File: src/hdl/cpmd_pkg.sv
// Shared constants and types for the closest pair minimum distance block.
// No dependencies; imported by cpmd_dist_unit and closest_pair_min_distance.
package cpmd_pkg;

  localparam int unsigned MAX_POINTS = 1024;
  localparam int unsigned CoordW     = 31;
  localparam int unsigned SqW        = 2 * CoordW;
  localparam int unsigned DistW      = SqW + 1;
  localparam int unsigned EntryW     = 2 * CoordW;
  localparam int unsigned AddrW      = $clog2(MAX_POINTS);
  localparam int unsigned CntW       = $clog2(MAX_POINTS + 1);

  typedef struct packed {
    logic busy;
    logic dist_vld;
  } dist_stat_t;

endpackage

File: src/hdl/cpmd_dist_unit.sv
// Pipelined squared Euclidean distance unit: |dx|,|dy|, then squares, then sum.
// Depends on cpmd_pkg.
module cpmd_dist_unit import cpmd_pkg::*; (
  input  logic                     clk_i,
  input  logic                     rst_ni,
  input  logic                     valid_i,
  input  logic signed [CoordW-1:0] ref_x_i,
  input  logic signed [CoordW-1:0] ref_y_i,
  input  logic        [EntryW-1:0] entry_i,
  output dist_stat_t               stat_o,
  output logic        [DistW-1:0]  dist_o
);

  logic signed [CoordW-1:0] sx, sy;
  logic signed [CoordW:0]   dx, dy;
  logic        [CoordW-1:0] ax_d, ay_d;
  logic        [CoordW-1:0] ax_q, ay_q;
  logic        [SqW-1:0]    sqx_d, sqy_d;
  logic        [SqW-1:0]    sqx_q, sqy_q;
  logic                     v1_q, v2_q;

  assign sx = entry_i[CoordW-1:0];
  assign sy = entry_i[EntryW-1:CoordW];

  always_comb begin
    dx    = {ref_x_i[CoordW-1], ref_x_i} - {sx[CoordW-1], sx};
    dy    = {ref_y_i[CoordW-1], ref_y_i} - {sy[CoordW-1], sy};
    ax_d  = dx[CoordW] ? CoordW'(-dx) : dx[CoordW-1:0];
    ay_d  = dy[CoordW] ? CoordW'(-dy) : dy[CoordW-1:0];
    sqx_d = SqW'(ax_q) * SqW'(ax_q);
    sqy_d = SqW'(ay_q) * SqW'(ay_q);
  end

  always_ff @(posedge clk_i or negedge rst_ni) begin
    if (!rst_ni) begin
      v1_q <= 1'b0;
      v2_q <= 1'b0;
    end else begin
      v1_q <= valid_i;
      v2_q <= v1_q;
    end
  end

  always_ff @(posedge clk_i) begin
    ax_q  <= ax_d;
    ay_q  <= ay_d;
    sqx_q <= sqx_d;
    sqy_q <= sqy_d;
  end

  assign dist_o          = {1'b0, sqx_q} + {1'b0, sqy_q};
  assign stat_o.busy     = v1_q | v2_q;
  assign stat_o.dist_vld = v2_q;

endmodule

File: config.mk
export PLATFORM = sky130hd
export DESIGN_NAME = cpmd_dist_unit
export DESIGN_NICKNAME = d
export VERILOG_FILES = /design/src/hdl/cpmd_pkg.sv /design/src/hdl/cpmd_dist_unit.sv
export SDC_FILE = /design/constraint.sdc
export NUM_CORES = 2
export LEC_CHECK = 0
export BUFFER_PORTS_ARGS = -buffer_cell sky130_fd_sc_hd__buf_2
export CORE_UTILIZATION = 32
export DETAILED_ROUTE_END_ITERATION = 16
export PLACE_DENSITY_LB_ADDON = 0.15
export SKIP_CTS_REPAIR_TIMING = 1
export SYNTH_ARGS = -nofsm -noshare
export SYNTH_HDL_FRONTEND = slang
export SYNTH_SLANG_ARGS = --single-unit
File: constraint.sdc
create_clock -name clk_i -period 10.8 [get_ports clk_i]
set_input_delay 1.08 -clock clk_i [delete_from_list [all_inputs] [get_ports clk_i]]
set_output_delay 1.08 -clock clk_i [all_outputs]
set_load 0.05 [all_outputs]
Word level (Yosys, flattened, before mapping)
Cells that the tools add are included.
{"block": "totals", "regBits": 188, "latch_bits": 0, "mem_bits_rw": 0, "rom_bits": 0, "input_bits": 127, "wordCells": 16, "n_memories": 0}
{"block": "op_classes", "n_addsub": 5, "multipliers": 2, "div_mod_pow": 0, "order_cmp": 0, "n_eq_ne": 0, "n_shift": 0, "mux": 2, "bitwise_logic": 1, "reduce_logical": 0}
{"cell": "multiplier 31 x 31 -> 62 bit", "count": 2}
{"cell": "subtractor 31 x 31 -> 32 bit", "count": 2}
{"cell": "adder 62 x 62 -> 63 bit", "count": 1}
{"cell": "two-way mux 31 bit", "count": 2}
{"cell": "negation 31 bit", "count": 2}
{"cell": "bitwise OR 1 bit", "count": 1}

Depth between registers and ports, before layout
{"block": "logic_depth", "word_depth": 3, "ltp_mapped": 30, "depth_no_buf": 27}

Worst setup path before layout
No wires, ideal clock.
{"block": "synth_path", "path_kind": "reg-to-reg", "from": "register ax_q[4]", "to": "register sqx_q[57]", "arrival_time_ps": 7477, "required_time_ps": 10673, "setup_slack_ps": 3196, "path_stages_with_launch": 26, "synth_period_minus_slack_ps": 7604, "cell_sequence": "dfxtp_1 clkbuf_1 clkbuf_1 and2_1 fa_1 fa_1 fa_1 inv_1 fa_1 inv_1 fa_1 fa_1 fa_1 fa_1 ha_1 clkbuf_1 a21oi_1 o21ai_0 or4_1 a21oi_1 o21ai_0 a41oi_1 o21ai_1 a21oi_1 o21ai_0 xor2_1"}
{"block": "synth_between", "elab_chain_len": 1}
{"element": "start, declared", "line": "cpmd_dist_unit.sv:17", "source": "logic [CoordW-1:0] ax_q, ay_q;"}
{"element": "start signal, assigned", "line": "cpmd_dist_unit.sv:45", "source": "ax_q <= ax_d;"}
{"element": "multiplier 31 x 31 -> 62 bit", "line": "cpmd_dist_unit.sv:30", "source": "sqx_d = SqW'(ax_q) * SqW'(ax_q);"}
{"element": "named net sqx_d[57]", "line": "cpmd_dist_unit.sv:18", "source": "logic [SqW-1:0] sqx_d, sqy_d;"}
{"element": "end signal, assigned", "line": "cpmd_dist_unit.sv:47", "source": "sqx_q <= sqx_d;"}
{"element": "end, declared", "line": "cpmd_dist_unit.sv:19", "source": "logic [SqW-1:0] sqx_q, sqy_q;"}
The timed path passes the listed nets, and every way through them passes these cells.

Worst setup path after layout
{"block": "layout_path", "from": "register ay_q[6]", "to": "register sqy_q[58]"}
{"block": "layout_between", "elab_chain_len": 1}
{"element": "start, declared", "line": "cpmd_dist_unit.sv:17"}
{"element": "start signal, assigned", "line": "cpmd_dist_unit.sv:46", "source": "ay_q <= ay_d;"}
{"element": "multiplier 31 x 31 -> 62 bit", "line": "cpmd_dist_unit.sv:31", "source": "sqy_d = SqW'(ay_q) * SqW'(ay_q);"}
{"element": "named net sqy_d[58]", "line": "cpmd_dist_unit.sv:18"}
{"element": "end signal, assigned", "line": "cpmd_dist_unit.sv:48", "source": "sqy_q <= sqy_d;"}
{"element": "end, declared", "line": "cpmd_dist_unit.sv:19"}
The timed path passes the listed nets, and every way through them passes these cells.

==> metrics <==
worst reg2reg path depth 23; Top Metal Used met4; Max-slew headroom 9.94%; total gr overflow 0; Yosys warning count 0; Post-synth ARST share around 1.1%; Layout area overhead 6.83%; Iter 0 DRT Violations between 2000 and 2500; Initial Utilization 32.3%; clock latency on the worst-skew pair roughly 540 ps; f_max approximately 100 MHz; Routed wire per std cell between 15 and 20 um; largest net degree at the start of global routing 33; Vias per Instance 4.70; initial antenna violation count 7; first-pass GRT wire length about 300000 um; Setup crit end sqy_q[58]; Arr. time, crit path 10070 ps; final period utilization ~90%; die extent in x approximately 460 um; top-count cell post-synth inv_1; area of the multi-input gates 54500 um2; worst-margin pin slew 1350 ps; Post-Syn Nets between 9000 and 10000; Vias ~47000; fill count approximately 21000; Hold Path Class in2async; RR Startpoint ay_q[6]; share of cells above drive strength 1 under 10%; WL met2 around 94000 um; Post-Route M1 WL between 80000 and 90000 um; Yosys top cell by area fa_1; gr usage total 18.4%; synthesized area ~66000 um2; RSZ-0062 raised after global routing no; Post-synth EDFFs 0; Final Hold Viols 0; startpoint types flip-flop; Num CTS Buffers 17; Buffers on Ports around 190; met3 routed WL between 5000 and 6000 um; Synth top cells by count 1927 x inv_1, 1498 x fa_1, 662 x ha_1, 658 x nand2_1, 387 x and2_1; final net count between 9000 and 10000; io pins approximately 190; total length of routed wires around 190000 um; Final min period 9650 ps; Worst Setup End Kind flip-flop; clock buffer depth 2; die area 209000 um2; worst r2r dst sqy_q[58]; Row Count 166; clock sink count ~190; drt first pass iters 5; Critical Path Start ay_q[6]; CTS tree yes; max_cap viols 0; dpl hpwl roughly 160000 um; Std-Cell Core Area 205000 um2; final setup TNS 0 ps; root buf cell clkbuf_16; Max FO, Critical Path 21; RePlAce Congestion about 0.85; vias in the first global route about 52000; DRC Markers 0; CTS clock-pin slew for the worst setup and hold paths approximately 100 ps; Top FF cell, synth dfxtp_1; Register Area between 3000 and 4000 um2; Synth Register Bits between 150 and 200; final antenna-violating net count 0; top post-synthesis cells by area fa_1 45%, ha_1 12%, inv_1 11%; CP Data Required Time about 11000 ps; Final Setup Violations 0; average size of a mapped cell around 9 um2; clock skew about 26 ps; Reg2Reg Setup Slack between 1000 and 1500 ps; Synth top area share between 40% and 50%; distinct cell type count after synthesis approximately 110; Die Y 458 um; Mapped Cells 7244; outcome complete, no violations; Setup CP Type reg2reg; Slew Viols, Final 0; sequential share of the synthesized area 5.62%; H-Tree Depth 4
==> per-layer routing <==
metal  vias to the layer above  global-route usage, %
li1                      21996                      -
met1                     24245                   24.5
met2                       658                   32.5
met3                        95                   1.58
met4                         0                   3.34
met5                         -                      0
==> worst min-delay path by stage <==
stage | from | endpoint | slack, ps | cells after the start
2_1_floorplan | v1_q | v2_q | 350 | 0
3_3_place_gp | v1_q | v2_q | 350 | 0
3_5_place_dp | v1_q | v2_q | 350 | 0
4_1_cts | rst_ni | v1_q | 250 | 1
5_1_grt | rst_ni | v2_q | 270 | 1
6_report | rst_ni | v1_q | 300 | 1
==> sequential cells by signal (all words and copies together), names as in the netlist <==
| register | flops |
|---|---|
| sqx_q | 61 |
| sqy_q | 61 |
| ax_q | 31 |
| ay_q | 31 |
| v1_q | 1 |
| v2_q | 1 |
==> kinds of logic (layout without fill, tap and decap cells) <==
group                      Yosys count  in the layout  share of synthesized area [%]
adders and majority gates         2160           2160                           57.6
buffers and inverters             2166           2219                           12.4
other                                0              8                              0
DFF                                186            186                           5.62
AOI/OAI and AO/OA                  812            812                           8.17
muxes                               11             11                          0.173
and+or+nand+nor                   1596           1596                           11.9
xor gates and xnor gates           313            313                           4.15
==> cell type report <==
cell class	instances	share of cell area, %
clock buffers	17	0.600
flip-flops and latches	186	5.28
multi-input cells	4892	76.8
well taps	2688	4.74
repair buffers	259	2.07
diodes	8	0.0282
clock inverters	15	0.291
inverters	1928	10.2
==> cells in the final DEF (no fill, tap or decap), types with 112 or more instances in the layout <==
| cell | instances |
|---|---|
| a21o_1 | 145 |
| a21oi_1 | 239 |
| and2_1 | 387 |
| buf_2 | 191 |
| dfxtp_1 | 172 |
| fa_1 | 1498 |
| ha_1 | 662 |
| inv_1 | 1927 |
| nand2_1 | 658 |
| nor2_1 | 208 |
| xnor2_1 | 199 |
| xor2_1 | 112 |
==> through the flow <==
stage / instance area [um2] / hold WS, ps / util [%] / cells / worst slack (ps)
2_1_floorplan: 66400 / 346 / - / 7244 / 3200
3_3_place_gp: 70300 / 352 / 34.2 / 9953 / 1130
3_5_place_dp: 70300 / 353 / 34.2 / 9953 / 1220
4_1_cts: 70900 / 252 / 34.5 / 9985 / 1200
5_1_grt: 70900 / 272 / 34.5 / 9986 / 718
6_report: 70900 / 298 / 34.5 / 9993 / 1150
==> worst max-delay path, cell delays in order (launching register included) <==
cell      delay [ps]
dfxtp_1         1150
buf_4            320
inv_1            130
nor2_1           300
fa_1             480
fa_1             450
fa_1             550
inv_1             50
fa_1             470
inv_1             50
fa_1             480
fa_1             530
fa_1             550
fa_1             430
ha_1             420
a21oi_1          300
o21ai_0          330
a21oi_1          350
a21oi_1          180
nor3_1           830
o211ai_1         300
a32oi_1          360
o21bai_1         170
o311ai_0         340
Power is left out: the tool's default activity adds up to more than one toggle a clock period on the data nets, which glitch-free logic cannot reach.
